`config.mk`:
```
export PLATFORM = sky130hd
export DESIGN_NAME = flv_container_tag_parser_top
export DESIGN_NICKNAME = d
export VERILOG_FILES = /design/src/rtl/flv_pkg.sv /design/src/rtl/flv_container_tag_parser_top.sv /design/src/rtl/flv_parse_core.sv
export SDC_FILE = /design/constraint.sdc
export NUM_CORES = 1
export LEC_CHECK = 0
export BUFFER_PORTS_ARGS = -buffer_cell sky130_fd_sc_hd__buf_2
export CAP_MARGIN = 20
export CORE_ASPECT_RATIO = 1.4
export CORE_MARGIN = 1
export CORE_UTILIZATION = 55
export DETAILED_ROUTE_END_ITERATION = 16
export PLACE_DENSITY = 0.75
export SYNTH_ARGS = -nofsm -noshare
export SYNTH_HDL_FRONTEND = slang
export SYNTH_SLANG_ARGS = --single-unit
export TNS_END_PERCENT = 50
```
`constraint.sdc`:
```
create_clock -name clock -period 6.1 [get_ports clock]
set_input_delay 0.61 -clock clock [delete_from_list [all_inputs] [get_ports clock]]
set_output_delay 0.61 -clock clock [all_outputs]
set_load 0.05 [all_outputs]
```
`src/rtl/flv_pkg.sv`:
```
// ----------------------------------------------------------------------------
// flv_pkg
// Shared types, codes and constants of the FLV container tag parser.
// ----------------------------------------------------------------------------
package flv_pkg;

   // parse phase
   typedef enum logic [2:0] {
      PH_FILE    = 3'd0,
      PH_TAG     = 3'd1,
      PH_PAYLOAD = 3'd2,
      PH_BACK    = 3'd3,
      PH_LOCKED  = 3'd4
   } phase_type;

   // result kind codes
   typedef enum logic [2:0] {
      KIND_HDR_OK   = 3'd0,
      KIND_TAG_HDR  = 3'd1,
      KIND_PAYLOAD  = 3'd2,
      KIND_BAD_SIG  = 3'd3,
      KIND_BAD_BACK = 3'd4
   } kind_type;

   // byte positions inside the file prefix (header plus first back pointer)
   localparam logic [3:0] POS_VERSION    = 4'd3;
   localparam logic [3:0] POS_FLAGS      = 4'd4;
   localparam logic [3:0] POS_BACK_FIRST = 4'd9;
   localparam logic [3:0] FILE_LAST      = 4'd12;

   // byte positions inside a tag header
   localparam logic [3:0] TAG_LEN_LAST   = 4'd3;
   localparam logic [3:0] TAG_STAMP_LAST = 4'd6;
   localparam logic [3:0] TAG_STAMP_EXT  = 4'd7;
   localparam logic [3:0] TAG_LAST       = 4'd10;

   // last byte of a trailing back pointer
   localparam logic [3:0] BACK_LAST      = 4'd3;

   localparam logic [24:0] TAG_HEADER_BYTES = 25'd11;

   // header flag bits
   localparam int FLAG_AUDIO_BIT = 2;
   localparam int FLAG_VIDEO_BIT = 0;

   // one result item
   typedef struct packed {
      kind_type     kind;
      logic [7:0]   version;
      logic         has_audio;
      logic         has_video;
      logic [7:0]   tag_kind;
      logic [23:0]  tag_length;
      logic [31:0]  time_stamp;
      logic [7:0]   payload_byte;
      logic         end_of_tag;
   } result_type;

   // expected signature byte at a given position
   function automatic logic [7:0] sig_byte(input logic [1:0] idx);
      logic [7:0] val;
      begin
         unique case (idx)
            2'd0:    val = 8'h46;
            2'd1:    val = 8'h4C;
            2'd2:    val = 8'h56;
            default: val = 8'h00;
         endcase
         return val;
      end
   endfunction

endpackage

```
`src/rtl/flv_container_tag_parser_top.sv`:
```
// ----------------------------------------------------------------------------
// flv_container_tag_parser_top
// FLV container demultiplexer: checks the file header, splits tags into
// header results and payload bytes, and checks every back pointer.
// ----------------------------------------------------------------------------
// The block takes one stream byte per clock cycle, with no gaps of its own:
// each accepted beat is held in an input register, decoded in one pass
// against the parse state, and any result lands in an output register. The
// output register decouples the two sides; a stall on rsp_tready holds the
// input register, and req_tready drops only while both are full. Header
// bytes, tag header bytes before the last and good back pointer bytes give
// no result. A bad signature or back pointer gives one error result and
// then every later byte is swallowed until reset.
module flv_container_tag_parser_top (
   input  logic        clock,
   input  logic        reset,
   // input stream
   input  logic        req_tvalid,
   output logic        req_tready,
   input  logic [7:0]  req_tdata,   // stream_byte
   // result stream
   output logic        rsp_tvalid,
   input  logic        rsp_tready,
   // version[7:0], has_audio[8], has_video[9], tag_kind[17:10],
   // tag_length[41:18], time_stamp[73:42], payload_byte[81:74], zero pad
   output logic [87:0] rsp_tdata,
   output logic [2:0]  rsp_tuser,   // kind
   output logic        rsp_tlast    // end_of_tag
);

   logic                in_valid_ff, in_valid_in;
   logic [7:0]          in_byte_ff, in_byte_in;
   logic                rsp_valid_ff, rsp_valid_in;
   flv_pkg::result_type rsp_data_ff, rsp_data_in;
   flv_pkg::result_type core_result;
   logic                core_valid;
   logic                advance;

   // input stage moves on when the output register is free or draining
   assign advance    = in_valid_ff && (!rsp_valid_ff || rsp_tready);
   assign req_tready = !in_valid_ff || advance;

   flv_parse_core u_core (
      .clock        (clock),
      .reset        (reset),
      .step         (advance),
      .in_byte      (in_byte_ff),
      .result_valid (core_valid),
      .result       (core_result)
   );

   // input register
   always_comb begin
      in_valid_in = in_valid_ff;
      in_byte_in  = in_byte_ff;
      if (req_tready) begin
         in_valid_in = req_tvalid;
         in_byte_in  = req_tdata;
      end
   end

   // output register
   always_comb begin
      rsp_valid_in = rsp_valid_ff;
      rsp_data_in  = rsp_data_ff;
      if (advance) begin
         rsp_valid_in = core_valid;
         rsp_data_in  = core_result;
      end else if (rsp_tready) begin
         rsp_valid_in = 1'b0;
      end
   end

   always_ff @(posedge clock) begin
      if (reset) begin
         in_valid_ff  <= 1'b0;
         rsp_valid_ff <= 1'b0;
      end else begin
         in_valid_ff  <= in_valid_in;
         rsp_valid_ff <= rsp_valid_in;
      end
   end

   always_ff @(posedge clock) begin
      in_byte_ff  <= in_byte_in;
      rsp_data_ff <= rsp_data_in;
   end

   // result beat packing
   assign rsp_tvalid = rsp_valid_ff;
   assign rsp_tuser  = rsp_data_ff.kind;
   assign rsp_tlast  = rsp_data_ff.end_of_tag;
   assign rsp_tdata  = {6'd0,
                        rsp_data_ff.payload_byte,
                        rsp_data_ff.time_stamp,
                        rsp_data_ff.tag_length,
                        rsp_data_ff.tag_kind,
                        rsp_data_ff.has_video,
                        rsp_data_ff.has_audio,
                        rsp_data_ff.version};

endmodule

```
`src/rtl/flv_parse_core.sv`:
```
// ----------------------------------------------------------------------------
// flv_parse_core
// Parse state and single-pass decode of one stream byte into at most one
// result item.
// ----------------------------------------------------------------------------
module flv_parse_core (
   input  logic                clock,
   input  logic                reset,
   input  logic                step,
   input  logic [7:0]          in_byte,
   output logic                result_valid,
   output flv_pkg::result_type result
);

   flv_pkg::phase_type phase_ff, phase_in;
   logic [3:0]  pos_ff, pos_in;
   logic [23:0] bytes_left_ff, bytes_left_in;
   logic [7:0]  held_kind_ff, held_kind_in;
   logic [23:0] held_length_ff, held_length_in;
   logic [31:0] held_stamp_ff, held_stamp_in;
   logic [31:0] back_pointer_ff, back_pointer_in;
   logic [7:0]  version_ff, version_in;
   logic [7:0]  flags_ff, flags_in;
   logic        sig_ok_ff, sig_ok_in;

   logic [31:0] bp_shift;
   logic [23:0] bytes_left_dec;
   logic [31:0] bp_expected;
   logic        file_done, tag_done, back_done, len_zero, left_done;
   logic        bp_bad;

   // shared decode terms
   assign bp_shift       = {back_pointer_ff[23:0], in_byte};
   assign bytes_left_dec = bytes_left_ff - 24'd1;
   assign bp_expected    = {7'd0, {1'b0, held_length_ff} + flv_pkg::TAG_HEADER_BYTES};
   assign file_done      = (pos_ff == flv_pkg::FILE_LAST);
   assign tag_done       = (pos_ff == flv_pkg::TAG_LAST);
   assign back_done      = (pos_ff == flv_pkg::BACK_LAST);
   assign len_zero       = (held_length_ff == 24'd0);
   assign left_done      = (bytes_left_dec == 24'd0);
   assign bp_bad         = (bp_shift != bp_expected);

   // next phase
   always_comb begin
      phase_in = phase_ff;
      if (step) begin
         unique case (phase_ff)
            flv_pkg::PH_FILE: begin
               if (file_done) begin
                  if (!sig_ok_ff || (bp_shift != 32'd0)) phase_in = flv_pkg::PH_LOCKED;
                  else phase_in = flv_pkg::PH_TAG;
               end
            end
            flv_pkg::PH_TAG: begin
               if (tag_done) phase_in = len_zero ? flv_pkg::PH_BACK : flv_pkg::PH_PAYLOAD;
            end
            flv_pkg::PH_PAYLOAD: begin
               if (left_done) phase_in = flv_pkg::PH_BACK;
            end
            flv_pkg::PH_BACK: begin
               if (back_done) phase_in = bp_bad ? flv_pkg::PH_LOCKED : flv_pkg::PH_TAG;
            end
            default: phase_in = phase_ff;
         endcase
      end
   end

   // field capture and result
   always_comb begin
      pos_in          = pos_ff;
      bytes_left_in   = bytes_left_ff;
      held_kind_in    = held_kind_ff;
      held_length_in  = held_length_ff;
      held_stamp_in   = held_stamp_ff;
      back_pointer_in = back_pointer_ff;
      version_in      = version_ff;
      flags_in        = flags_ff;
      sig_ok_in       = sig_ok_ff;
      result_valid    = 1'b0;
      result          = '0;
      if (step) begin
         unique case (phase_ff)
            flv_pkg::PH_FILE: begin
               if (pos_ff < flv_pkg::POS_VERSION) begin
                  if (in_byte != flv_pkg::sig_byte(pos_ff[1:0])) sig_ok_in = 1'b0;
               end else if (pos_ff == flv_pkg::POS_VERSION) begin
                  version_in = in_byte;
               end else if (pos_ff == flv_pkg::POS_FLAGS) begin
                  flags_in = in_byte;
               end else if (pos_ff >= flv_pkg::POS_BACK_FIRST) begin
                  back_pointer_in = bp_shift;
               end
               if (file_done) begin
                  pos_in       = 4'd0;
                  result_valid = 1'b1;
                  if (!sig_ok_ff) begin
                     result.kind = flv_pkg::KIND_BAD_SIG;
                  end else if (bp_shift != 32'd0) begin
                     result.kind = flv_pkg::KIND_BAD_BACK;
                  end else begin
                     back_pointer_in  = 32'd0;
                     result.kind      = flv_pkg::KIND_HDR_OK;
                     result.version   = version_ff;
                     result.has_audio = flags_ff[flv_pkg::FLAG_AUDIO_BIT];
                     result.has_video = flags_ff[flv_pkg::FLAG_VIDEO_BIT];
                  end
               end else begin
                  pos_in = pos_ff + 4'd1;
               end
            end
            flv_pkg::PH_TAG: begin
               if (pos_ff == 4'd0) begin
                  held_kind_in   = in_byte;
                  held_length_in = 24'd0;
                  held_stamp_in  = 32'd0;
               end else if (pos_ff <= flv_pkg::TAG_LEN_LAST) begin
                  held_length_in = {held_length_ff[15:0], in_byte};
               end else if (pos_ff <= flv_pkg::TAG_STAMP_LAST) begin
                  held_stamp_in = {8'd0, held_stamp_ff[15:0], in_byte};
               end else if (pos_ff == flv_pkg::TAG_STAMP_EXT) begin
                  held_stamp_in = {in_byte, held_stamp_ff[23:0]};
               end
               if (tag_done) begin
                  pos_in            = 4'd0;
                  result_valid      = 1'b1;
                  result.kind       = flv_pkg::KIND_TAG_HDR;
                  result.tag_kind   = held_kind_ff;
                  result.tag_length = held_length_ff;
                  result.time_stamp = held_stamp_ff;
                  result.end_of_tag = len_zero;
                  if (len_zero) back_pointer_in = 32'd0;
                  else bytes_left_in = held_length_ff;
               end else begin
                  pos_in = pos_ff + 4'd1;
               end
            end
            flv_pkg::PH_PAYLOAD: begin
               result_valid        = 1'b1;
               result.kind         = flv_pkg::KIND_PAYLOAD;
               result.tag_kind     = held_kind_ff;
               result.tag_length   = held_length_ff;
               result.time_stamp   = held_stamp_ff;
               result.payload_byte = in_byte;
               bytes_left_in       = bytes_left_dec;
               if (left_done) begin
                  result.end_of_tag = 1'b1;
                  back_pointer_in   = 32'd0;
                  pos_in            = 4'd0;
               end
            end
            flv_pkg::PH_BACK: begin
               back_pointer_in = bp_shift;
               if (back_done) begin
                  pos_in = 4'd0;
                  if (bp_bad) begin
                     result_valid = 1'b1;
                     result.kind  = flv_pkg::KIND_BAD_BACK;
                  end else begin
                     back_pointer_in = 32'd0;
                  end
               end else begin
                  pos_in = pos_ff + 4'd1;
               end
            end
            default: begin
               result_valid = 1'b0;
            end
         endcase
      end
   end

   // state registers
   always_ff @(posedge clock) begin
      if (reset) begin
         phase_ff        <= flv_pkg::PH_FILE;
         pos_ff          <= 4'd0;
         bytes_left_ff   <= 24'd0;
         held_kind_ff    <= 8'd0;
         held_length_ff  <= 24'd0;
         held_stamp_ff   <= 32'd0;
         back_pointer_ff <= 32'd0;
         version_ff      <= 8'd0;
         flags_ff        <= 8'd0;
         sig_ok_ff       <= 1'b1;
      end else begin
         phase_ff        <= phase_in;
         pos_ff          <= pos_in;
         bytes_left_ff   <= bytes_left_in;
         held_kind_ff    <= held_kind_in;
         held_length_ff  <= held_length_in;
         held_stamp_ff   <= held_stamp_in;
         back_pointer_ff <= back_pointer_in;
         version_ff      <= version_in;
         flags_ff        <= flags_in;
         sig_ok_ff       <= sig_ok_in;
      end
   end

endmodule
```
; After elaboration in Yosys (flattened, before gate mapping)
; Cells that the tools add are included.
[word_totals]
in_bits = 12
ram_bits = 0
out_inout_bits = 94
wordCells = 145
latchBits = 0
rom_bits = 0
regBits = 235
n_memories = 0
[op_classes]
reduce_logical = 31
n_lt_le_gt_ge = 4
eq_ne = 19
bitwise_logic = 5
addsub = 3
muxes = 60
n_shift = 0
n_mul = 0
div_mod_pow = 0
[op_table]
columns = op, n
row1 = 32-bit 2-to-1 mux, 16
row2 = 32-bit case mux with 4 select lines, 1
row3 = 64-bit case mux with 2 select lines, 1
row4 = 24-bit 2-to-1 mux, 4
row5 = 64-bit 2-to-1 mux, 1
row6 = 24-bit logical NOT, 2
row7 = 24-bit case mux with 2 select lines, 1
row8 = 32-bit by 25-bit != test with 1-bit output, 1
row9 = 32-bit nonzero test, 1
row10 = 3-bit 2-to-1 mux, 10
row11 = "24-bit by 4-bit adder with 25-bit output, second input constant", 1
row12 = 8-bit 2-to-1 mux, 3
row13 = 3-bit case mux with 4 select lines, 2
row14 = "24-bit by 1-bit subtractor with 24-bit output, second input constant", 1
row15 = 7-bit case mux with 3 select lines, 1
row16 = 10-bit 2-to-1 mux, 2
row17 = 4-bit AND reduction, 5
row18 = 4-bit 2-to-1 mux, 4
row19 = 4-bit case mux with 4 select lines, 1
row20 = 13-bit 2-to-1 mux, 1
row21 = "2-bit by 1-bit != test with 1-bit output, second input constant", 6
row22 = 1-bit 2-to-1 mux, 10
row23 = 5-bit AND reduction, 2
row24 = 3-bit AND reduction, 3
row25 = other kinds (28), 42

; Logic depth before layout (Yosys ltp)
; Gate-level depths: netlist (run 1).
[logic_depth]
depth_word = 9
mapped_depth = 13
ltp_nobuf = 10

; Cells and area by module
; A second synthesis (run 1) with hierarchy kept.
[hier_totals]
hier_cells = 1188
hier_area_um2 = 10934.2
[by_module_without_submodules]
columns = module, area_each_um2, cells_per_inst, n_inst
row1 = flv_parse_core, 7968.9, 1078, 1
row2 = flv_container_tag_parser_top, 2965.3, 110, 1

; Worst setup path before layout (run 1)
; Ideal clock, no wire load.
[synth_path]
path_type = reg-to-reg
startpoint = register u_core.bytes_left_ff[0]
endpoint = register u_core.pos_ff[3]
stages_incl_launch_ff = 13
path_slack_ns = 2.865
t_arrival_ns = 3.118
t_required_ns = 5.983
setup_time_ns = 0.117
cell_sequence = dfxtp_1 > clkbuf_1 > inv_1 > ha_1 > clkbuf_1 > nor4b_2 > and3_1 > nand2b_1 > xnor2_1 > or4_4 > o21a_1 > or3_1 > a32o_1
[synth_via]
elab_chain_len = 4
[synth_lines]
columns = item, line
row1 = from (decl), flv_parse_core.sv:17  ; logic [23:0] bytes_left_ff, bytes_left_in;
row2 = from (signal assigned), flv_parse_core.sv:188  ; bytes_left_ff <= bytes_left_in;
row3 = 24-bit by 1-bit subtractor with 24-bit output, flv_parse_core.sv:34  ; assign bytes_left_dec = bytes_left_ff - 24'd1;
row4 = 24-bit logical NOT, flv_parse_core.sv:40  ; assign left_done = (bytes_left_dec == 24'd0);
row5 = 2-bit by 1-bit != test with 1-bit output (no line), --
row6 = 3-bit AND reduction (no line), --
row7 = to (signal assigned), flv_parse_core.sv:187  ; pos_ff <= pos_in;
row8 = to (decl), flv_parse_core.sv:16  ; logic [3:0] pos_ff, pos_in;
; Every way passes these cells.
; A chain may end at the register's enable or synchronous reset.

; Final worst setup path (run 1)
[layout_path]
startpoint = register u_core.held_length_ff[4]
endpoint = register u_core.back_pointer_ff[13]
[layout_via]
elab_chain_len = 5
elab_cells_between_ends = 8
[layout_lines]
columns = item, line
row1 = from (decl), flv_parse_core.sv:19  ; logic [23:0] held_length_ff, held_length_in;
row2 = from (signal assigned), flv_parse_core.sv:190  ; held_length_ff <= held_length_in;
row3 = 24-bit by 4-bit adder with 25-bit output, flv_parse_core.sv:35  ; assign bp_expected = {7'd0, {1'b0, held_length_ff} + flv_pkg::TAG_HEADER_BYTES};
row4 = 32-bit by 25-bit != test with 1-bit output, flv_parse_core.sv:41  ; assign bp_bad = (bp_shift != bp_expected);
row5 = 32-bit 2-to-1 mux, flv_parse_core.sv:155  ; if (bp_bad) begin
row6 = 32-bit 2-to-1 mux, flv_parse_core.sv:153  ; if (back_done) begin
row7 = 32-bit case mux with 4 select lines, flv_parse_core.sv:82  ; unique case (phase_ff)
row8 = to (signal assigned), flv_parse_core.sv:192  ; back_pointer_ff <= back_pointer_in;
row9 = to (decl), flv_parse_core.sv:21  ; logic [31:0] back_pointer_ff, back_pointer_in;
; Parallel ways exist; a longest one is shown, timed or not.

==> summary by stage, run 1 <==
Status
The run finished with clean final reports.

Routing
The total met2 wirelength after detailed routing is 13400 um. The number of nets with antenna violations after detailed routing is 0. The met3 layer wire length in the routed design is 1380 um. The detailed router finished its first iteration with 698 violations. For this block, the via count after detailed routing is 8482. The final layout contains routed wiring with a total length of 26700 um.

The number of detailed-routing iterations run before antenna repair is 5. The average via count per standard cell is 5.99. In this run the top signal layer used is met4. In the routed design, unresolved DRC markers number 0. After detailed routing, the average wire length per cell comes to 18.9 um. The wire length on met1 is 10800 um.

Power and ir drop
For this design the ratio of total power to cell area is 264 nW/um^2. Across the VDD grid, the largest voltage drop is 0.198 mV. Summed over all cells, the static leakage comes to 4.53 nW.

Timing
The highest clock frequency the design can meet is 0.278 GHz. The max-slew violation count is 0. The final hold violation count is 0.

Setup violations remaining at the end of the flow were counted as 0. The slew of the pin with the lowest slew margin is 997 ps. Between clock sinks in the finished design, the worst skew comes to 23.3 ps.

Setup repair after global routing left no endpoint under its margin. The portion of the clock cycle consumed by the worst path in the final layout is 58.9%. The relative slew slack is 33.6%. Counting I/O delays and the setup requirement, the final critical path takes 3590 ps.

The total negative slack is 0 ps.

Logic synthesis
The number of flops mapped to enable cells by yosys is 94. For this run, the register share of the synthesized area comes to 51.7%. Synthesis produced 1108 cells. The predominant post-synthesis flop cell is dfxtp_1.

After synthesis, the largest area contributor takes up 26.7% of total cell area. Counting flops and latches in the post-synthesis netlist gives 226. edfxtp_1 takes more of the synthesized area than any other cell. Ranked by instance count, the synthesized netlist is headed by dfxtp_1, nor2_1, edfxtp_1, nand2_1, a21oi_1. In this run the cell area of the synthesized design comes to 10600 sq um. Sorting the synthesized cells by area gives the leading types as edfxtp_1, dfxtp_1, and2_1. For this run, asynchronously set or reset flops after synthesis account for 0%.

The Yosys step of the flow raised 0 warnings. The average instance area after synthesis is 9.54 sq um. The netlist uses 78 different library cells. In the post-synthesis netlist, the cell with the most instances is dfxtp_1.

Finish
The layout has 1542 filler cells. Cells with a size suffix above 1 make up 14.2% of the layout. The repair_antennas step left the layout with diodes totalling 0.

The core utilization of the finished layout is 63.5%. The area growth from synthesis to final layout is 12.2%. The total number of nets in the final design is 1176.

Clocking
The cell sitting at the root of the clock tree is a clkbuf_16. The CTS clock-pin slew for the worst setup and hold paths is 70 ps. The worst-skew pair later-pin latency is 510 ps. CTS built an H-tree with a depth of 1. The number of buffers added by the clock tree synthesis step is 21.

The clock net sink count is 226. TritonCTS built the clock tree. Hold repair after CTS inserted 0 buffers. The number of resized instances in the post-cts repair step is 0.

The clock passes through at most 3 buffers. The post-CTS setup-driven buffer insertion count is 0.

Worst setup path
The nature of the critical path endpoint is a flop. STA classifies the critical path startpoint as a flop. In this run the critical register-to-register path is captured at u_core.back_pointer_ff[13]. Of all nets on the critical path, the largest fanout is 20.

The setup slack on the worst flop-to-flop path is 2510 ps. The number of cells traversed by the worst register-to-register path is 9. The type of the worst setup path is reg2reg.

The worst register-to-register path begins at u_core.held_length_ff[4]. The data arrival at the endpoint of the critical path is 3990 ps. Data on the critical path is required at its endpoint by 6500 ps.

Placed design
The global placer's final weighted congestion is 0.963. In this run the tool buffered the top-level ports with 99 buffer cells. The detailed placer's ending HPWL is 18000 um.

Global routing
Global routing used 26.9% of the available tracks across all layers. The via count of the first global-routing pass is 7908. Entering global routing, the biggest net connects 81 pins. The first global-routing pass estimated 42300 um of wire. The total grt overflow is 0.

The number of antenna violations at the first check in global routing is 0.

Floorplan
The core region is 18700 sq um. The full die area is 19800 sq um. The die is 166 um tall. The die is 119 um wide.

The effective utilization at floorplan is 56.6%. The I/O pin total is 106. The number of cell rows is 59.

Hold path
Counting instances, the worst hold path has a depth of 1. The capture endpoint of the worst hold path is in_byte_ff[2]. The worst hold path begins at req_tdata[2]. The path type of the worst min-delay path is in2reg.

Run
The number of max-cap violations is 0.
-- metal layers --
metal	GRT usage (%)	vias up
li1	-	4074
met1	33.1	4040
met2	46.6	296
met3	2.95	72
met4	13.3	0
met5	0	-
-- flip-flops by register name, summed over array words and instances (netlist names) --
signal / cells
in_valid_ff: 1
u_core.pos_ff: 4
u_core.bytes_left_ff: 24
rsp_tuser: 3
u_core.back_pointer_ff: 24
in_byte_ff: 8
u_core.sig_ok_ff: 1
u_core.held_kind_ff: 8
u_core.phase_ff: 3
u_core.held_stamp_ff: 32
u_core.flags_ff: 2
u_core.held_length_ff: 24
u_core.version_ff: 8
rsp_tdata: 82
rsp_tvalid: 1
rsp_tlast: 1
-- how the worst max path moves through the flow --
stage	endpoint	cells after the start	start
floorplan	u_core.pos_ff[3]	12	u_core.bytes_left_ff[0]
global placement	u_core.back_pointer_ff[12]	9	u_core.pos_ff[0]
detailed placement	u_core.back_pointer_ff[13]	10	u_core.bytes_left_ff[1]
CTS	u_core.back_pointer_ff[13]	10	u_core.bytes_left_ff[1]
global route	u_core.held_stamp_ff[30]	9	u_core.pos_ff[1]
finish	u_core.back_pointer_ff[13]	9	u_core.held_length_ff[4]
-- area by class of cell --
class | instances | area, sq um | share of cell area, %
flip-flops and latches | 226 | 5470 | 46.1
multi-input cells | 776 | 4690 | 39.5
repair buffers | 112 | 607 | 5.11
clock buffers | 28 | 592 | 4.99
well taps | 244 | 305 | 2.57
clock inverters | 10 | 135 | 1.14
inverters | 20 | 76.3 | 0.643
-- critical path: stages (launching register included) --
cell     delay, ps
dfxtp_1        610
and3_1         350
o21ai_1        290
or4_1          550
a211o_1        300
a22o_1         210
nor4_1         600
nor4b_4        160
buf_8          200
a22o_1         230
-- cells by family after synthesis --
family,share of synthesized area (%)
flops,51.7
xor+xnor,2.90
fa+ha+maj,0.828
mux,1.80
other cells,0.0355
simple gates,23.4
compound gates,15.0
buf+inv,4.37
-- report_power, final --
part	switching, mW	total, mW	leakage [nW]	internal, mW
sequential	0.0166	1.61	1.99	1.59
clock	0.558	1.37	0.350	0.813
combinational	0.124	0.152	2.19	0.0276
total	0.699	3.13	4.53	2.43
-- placed cells by master, fill, tap and decap left out, drive strengths merged, types with 5 or more instances in the layout --
| cell | count |
|---|---|
| dfxtp | 132 |
| and3 | 8 |
| or4 | 9 |
| nor2b | 5 |
| nand2 | 89 |
| a21oi | 84 |
| or3 | 15 |
| buf | 112 |
| inv | 21 |
| o211ai | 7 |
| a31oi | 6 |
| ha | 7 |
| nor3 | 29 |
| xnor2 | 17 |
| a22oi | 14 |
| mux2i | 19 |
| nand3 | 48 |
| and4 | 7 |
| conb | 6 |
| nor3b | 20 |
| a22o | 27 |
| nand2b | 8 |
| nand4 | 11 |
| and2 | 77 |
| nor2 | 112 |
| o21a | 6 |
| o21ai | 37 |
| clkbuf | 28 |
| nor4b | 8 |
| o31ai | 5 |
| a211oi | 10 |
| nor4 | 18 |
| edfxtp | 94 |
| xor2 | 18 |
-- stage by stage --
stage,total power [mW],worst slack [ps],hold WS (ps),cell area [sq um],std cells
2_1_floorplan,1.76,2860,427,10600,1113
3_3_place_gp,1.79,2550,437,11100,1376
3_5_place_dp,1.79,2440,443,11100,1376
4_1_cts,3.15,2430,262,11800,1414
5_1_grt,3.23,2310,267,11900,1416
6_report,3.13,2510,273,11900,1416
(Power assumes the default switching activity.)
==> run 2: changes to the inputs <==
- ABC_AREA: not set -> 1
- CORE_UTILIZATION: 55 -> 54
- PLACE_DENSITY: 0.75 -> 0.76
- clock period: 6.1 -> 3.3 ns (I/O delays scaled with it)
==> summary by stage, run 2 <==
Finish
The area growth from synthesis to layout is 13.0%. The final cell count without fillers is 1983 (+40%). The antenna diode instance count is 0 (unchanged). The area of all placed cells without fillers came to 13300 sq um (+12%).

The number of filler cells placed in the layout is 1911 (+24%). The area used by sequential logic in the layout was 5470 sq um (unchanged). The total number of nets in the final design is 1724 (+47%). The core utilization of the finished layout is 62.7% (-0.86 points). The library cell used most frequently in the layout, excluding fill and tap cells, is nand2_1. The top cell types in the final layout, fill and taps aside, are nand2_1, nor2_1, inv_1, dfxtp_1, a21oi_1.

The area taken by multi-input logic gates is 5300 sq um (+13%). The number of flip-flops under the largest register name was 82 (unchanged). The ratio of cells with drive above 1 in the final layout is 12.7% (-1.5 points).

Worst setup path
STA classifies the critical path startpoint as a flop. The critical path is of the reg2reg type. The delay of the slowest cell on the worst path is 440 ps (-170 ps). STA classifies the critical path endpoint as a flop. The number of cells traversed by the worst register-to-register path is 18 (+9). The data required time at the worst endpoint was 3720 ps (-2780 ps).

The peak fanout along the critical path is 24 (+20%). The cell type with the highest occurrence count on the critical path is nand2_1. The slowest cell on the critical path is dfxtp_1. The combined buffer and inverter count along the critical path is 2 (+1). The depth of the critical timing path with buffers and inverters included was 18 (+9). Traced cell by cell, the critical path runs through inv_1 -> ha_1 -> inv_1 -> nand2_1 -> nand2_2 -> nand2_2 -> nor2_4 -> nand2_1 -> nand2_1 -> nand2_1 -> nand2_2 -> nand3_2 -> nor2_4 -> nand4_4 -> nand2_1 -> nand2_1 -> nor2_1 -> nor2_1. The data arrival at the endpoint of the critical path was 3260 ps (-730 ps). The cell family contributing the most delay on the critical path is simple AND/OR/NAND/NOR gates.

Power and ir drop
The maximum vdd ir drop came to 0.426 mV (+120%). The power per unit of standard cell area is 457 nW/um^2 (+73%). The total power of the final layout is 6.09 mW (+95%). The static power due to leakage is 5.66 nW (+25%).

Clocking
TritonCTS built the clock tree. The number of resized instances in the post-cts repair step is 0 (unchanged). The CTS clock-pin slew for the worst setup and hold paths is 60 ps (about the same). The number of levels the H-tree was split into is 1 (unchanged). The worst-skew pair later-pin latency came to 540 ps (+30 ps). The tree is rooted in a clkbuf_16. The number of buffers added by the clock tree synthesis step is 24 (+14%). The post-CTS setup-driven buffer insertion count is 0 (unchanged).

The clock net sink count was 226 (unchanged). The maximum number of buffers from clock root to sink is 3 (unchanged).

Logic synthesis
After synthesis, the cell types taking the most area are edfxtp_1, dfxtp_1, nand2_1. The post-synthesis compound-gate area fraction is 11.3% (-3.7 points). The post-synthesis sequential area ratio was 46.3% (-5.4 points). The multiplexer share of the synthesized area is 0% (-1.8 points). The dominant cell by count in the synthesized netlist is nand2_1. edfxtp_1 takes more of the synthesized area than any other cell.

The arithmetic-cell share of the synthesized area counting full adders, half adders and majority gates is 0.742% (-0.086 points). The most used flip-flop cell after synthesis is dfxtp_1. The xor and xnor area share after synthesis is 1.85% (-1.0 points).

The area share of the largest cell type after synthesis is 23.9% (-2.8 points). The average instance area after synthesis is 7.28 sq um (-24%). The count of state elements after synthesis was 226 (unchanged). The post-synthesis share of cell area spent on and, or, nand and nor gates came to 30.7% (+7.3 points).

The commonest cells after synthesis are nand2_1, nor2_1, inv_1, dfxtp_1, a21oi_1. The count of unique library cells instantiated by Yosys came to 41 (-47%). The number of flops mapped to enable cells by yosys was 94 (unchanged). The number of instances in the synthesized netlist is 1621 (+46%). The dominant combinational cell family by area after synthesis is simple AND/OR/NAND/NOR gates. The yosys synthesis warning count came to 0 (unchanged). The area of the mapped netlist is 11800 sq um (+12%). The share of synthesized flip-flops with an asynchronous set or reset is 0% (unchanged).

Timing
The setup-violating endpoint count in the final report was 0 (unchanged). The total negative slack is 0 ps (unchanged). Setup repair after global routing left no endpoint under its margin. The relative slew slack was 26.4% (-7.1 points). The final hold violation count is 0 (unchanged). The portion of the clock cycle consumed by the worst path in the final layout is 86.0% (+27 points). The smallest hold slack was 64.8 ps (-208 ps).

The worst clock skew is 23.2 ps (-0.0423 ps). The max-slew violation count is 0 (unchanged). The highest clock frequency the design can meet is 0.353 GHz (+27%). The shortest clock period the worst path allows after layout was 2840 ps (-758 ps). The slew of the pin with the lowest slew margin was 1100 ps (+107 ps).

The slack of the critical path is 463 ps (-2040 ps).

Hold path
The depth of the worst hold-timing path is 3 (+2). The worst hold path belongs to the class in2reg.

Global routing
The number of antenna violations at the first check in global routing came to 0 (unchanged). The global routing usage summed across all routing layers came to 29.0% (+2.1 points). The via count of the first global-routing pass came to 10090 (+28%). The total grt overflow was 0 (unchanged). The global-route wire length before repair came to 51300 um (+21%). The pin count of the biggest net entering global routing is 86 (+6.2%).

Routing
The number of design-rule violations left by the first detailed-router iteration came to 864 (+24%). The wire length on met1 is 12700 um (+18%). The detailed-route DRC error count was 0 (unchanged).

Signal routing reaches up to met4. The number of detailed-routing iterations run before antenna repair is 5 (unchanged). The number of nets with antenna violations after detailed routing was 0 (unchanged). The final routed wirelength across all metal layers is 32200 um (+20%). The average via count per standard cell came to 5.48 (-8.5%). The per-cell routed wire length is 16.2 um (-14%). The total met2 wirelength after detailed routing was 15800 um (+18%). The number of vias after detailed routing is 10864 (+28%).

The met3 layer wire length in the routed design was 2380 um (+72%).

Run
The number of max-cap violations is 0 (unchanged).

Floorplan
The I/O pin total came to 106 (unchanged). The number of cell rows came to 63 (+6.8%). The full die area is 22500 sq um (+13%). The height of the die was 177 um (+6.5%).

The area inside the core boundary is 21300 sq um (+14%). The effective utilization at floorplan is 55.5% (-1.2 points). The die boundary width is 127 um (+6.5%).

Placed design
The number of I/O port buffers came to 99 (unchanged). The total placed cells including tap cells is 1931 (+40%). The detailed placer's ending HPWL is 22700 um (+26%).

The global placer's final weighted congestion was 0.983 (+2.0%). The area of placed instances is 12500 sq um (+12%). The pre-CTS setup slack is 532 ps (-1900 ps).

Status
The flow ran to the end, and the final reports show no timing, DRC or antenna violations.
run 2: worst min-delay path: stages:
cell	delay, ps
buf_2	100
inv_1	50
a21oi_1	70
run 2: area by class of cell:
| cell class | count | area share [%] |
|---|---|---|
| flip-flops and latches | 226 | 41.0 |
| multi-input cells | 1139 | 39.7 |
| repair buffers | 130 | 5.80 |
| inverters | 184 | 5.19 |
| clock buffers | 35 | 5.04 |
| well taps | 260 | 2.44 |
| clock inverters | 9 | 0.825 |
run 2: report_power, final:
part	switching [mW]	total, mW	internal [mW]
Clock	1.11	2.62	1.51
Combinational	0.342	0.467	0.125
Sequential	0.0484	3.00	2.96
run 2: timing repair:
action,4_1_cts,5_1_grt
endpoints found under the hold margin,8,0
hold buffers,8,0
endpoints found under the setup margin,0,0
run 2: metal layers:
layer  vias to the layer above  track usage (%)
met1                      4968             35.7
li1                       5371                -
met3                        91             4.14
met2                       434             50.5
met5                         -                0
met4                         0             12.9
run 2: worst paths after layout:
kind	startpoint	end	slack (ps)
setup reg to reg	u_core.held_length_ff[0]	u_core.back_pointer_ff[18]	460
setup / recovery	u_core.held_length_ff[0]	u_core.back_pointer_ff[18]	460
hold reg to reg	u_core.version_ff[5]	u_core.version_ff[5]	460
hold / removal	req_tvalid	in_valid_ff	60
run 2: cell families (layout without fill, tap and decap cells):
kind of cell               Yosys count  after routing
and+or+nand+nor                    853            853
buffers and inverters              261            358
AOI/OAI and AO/OA                  248            248
DFF                                226            226
xor gates and xnor gates            25             25
adders and majority gates            7              7
other                                1              6
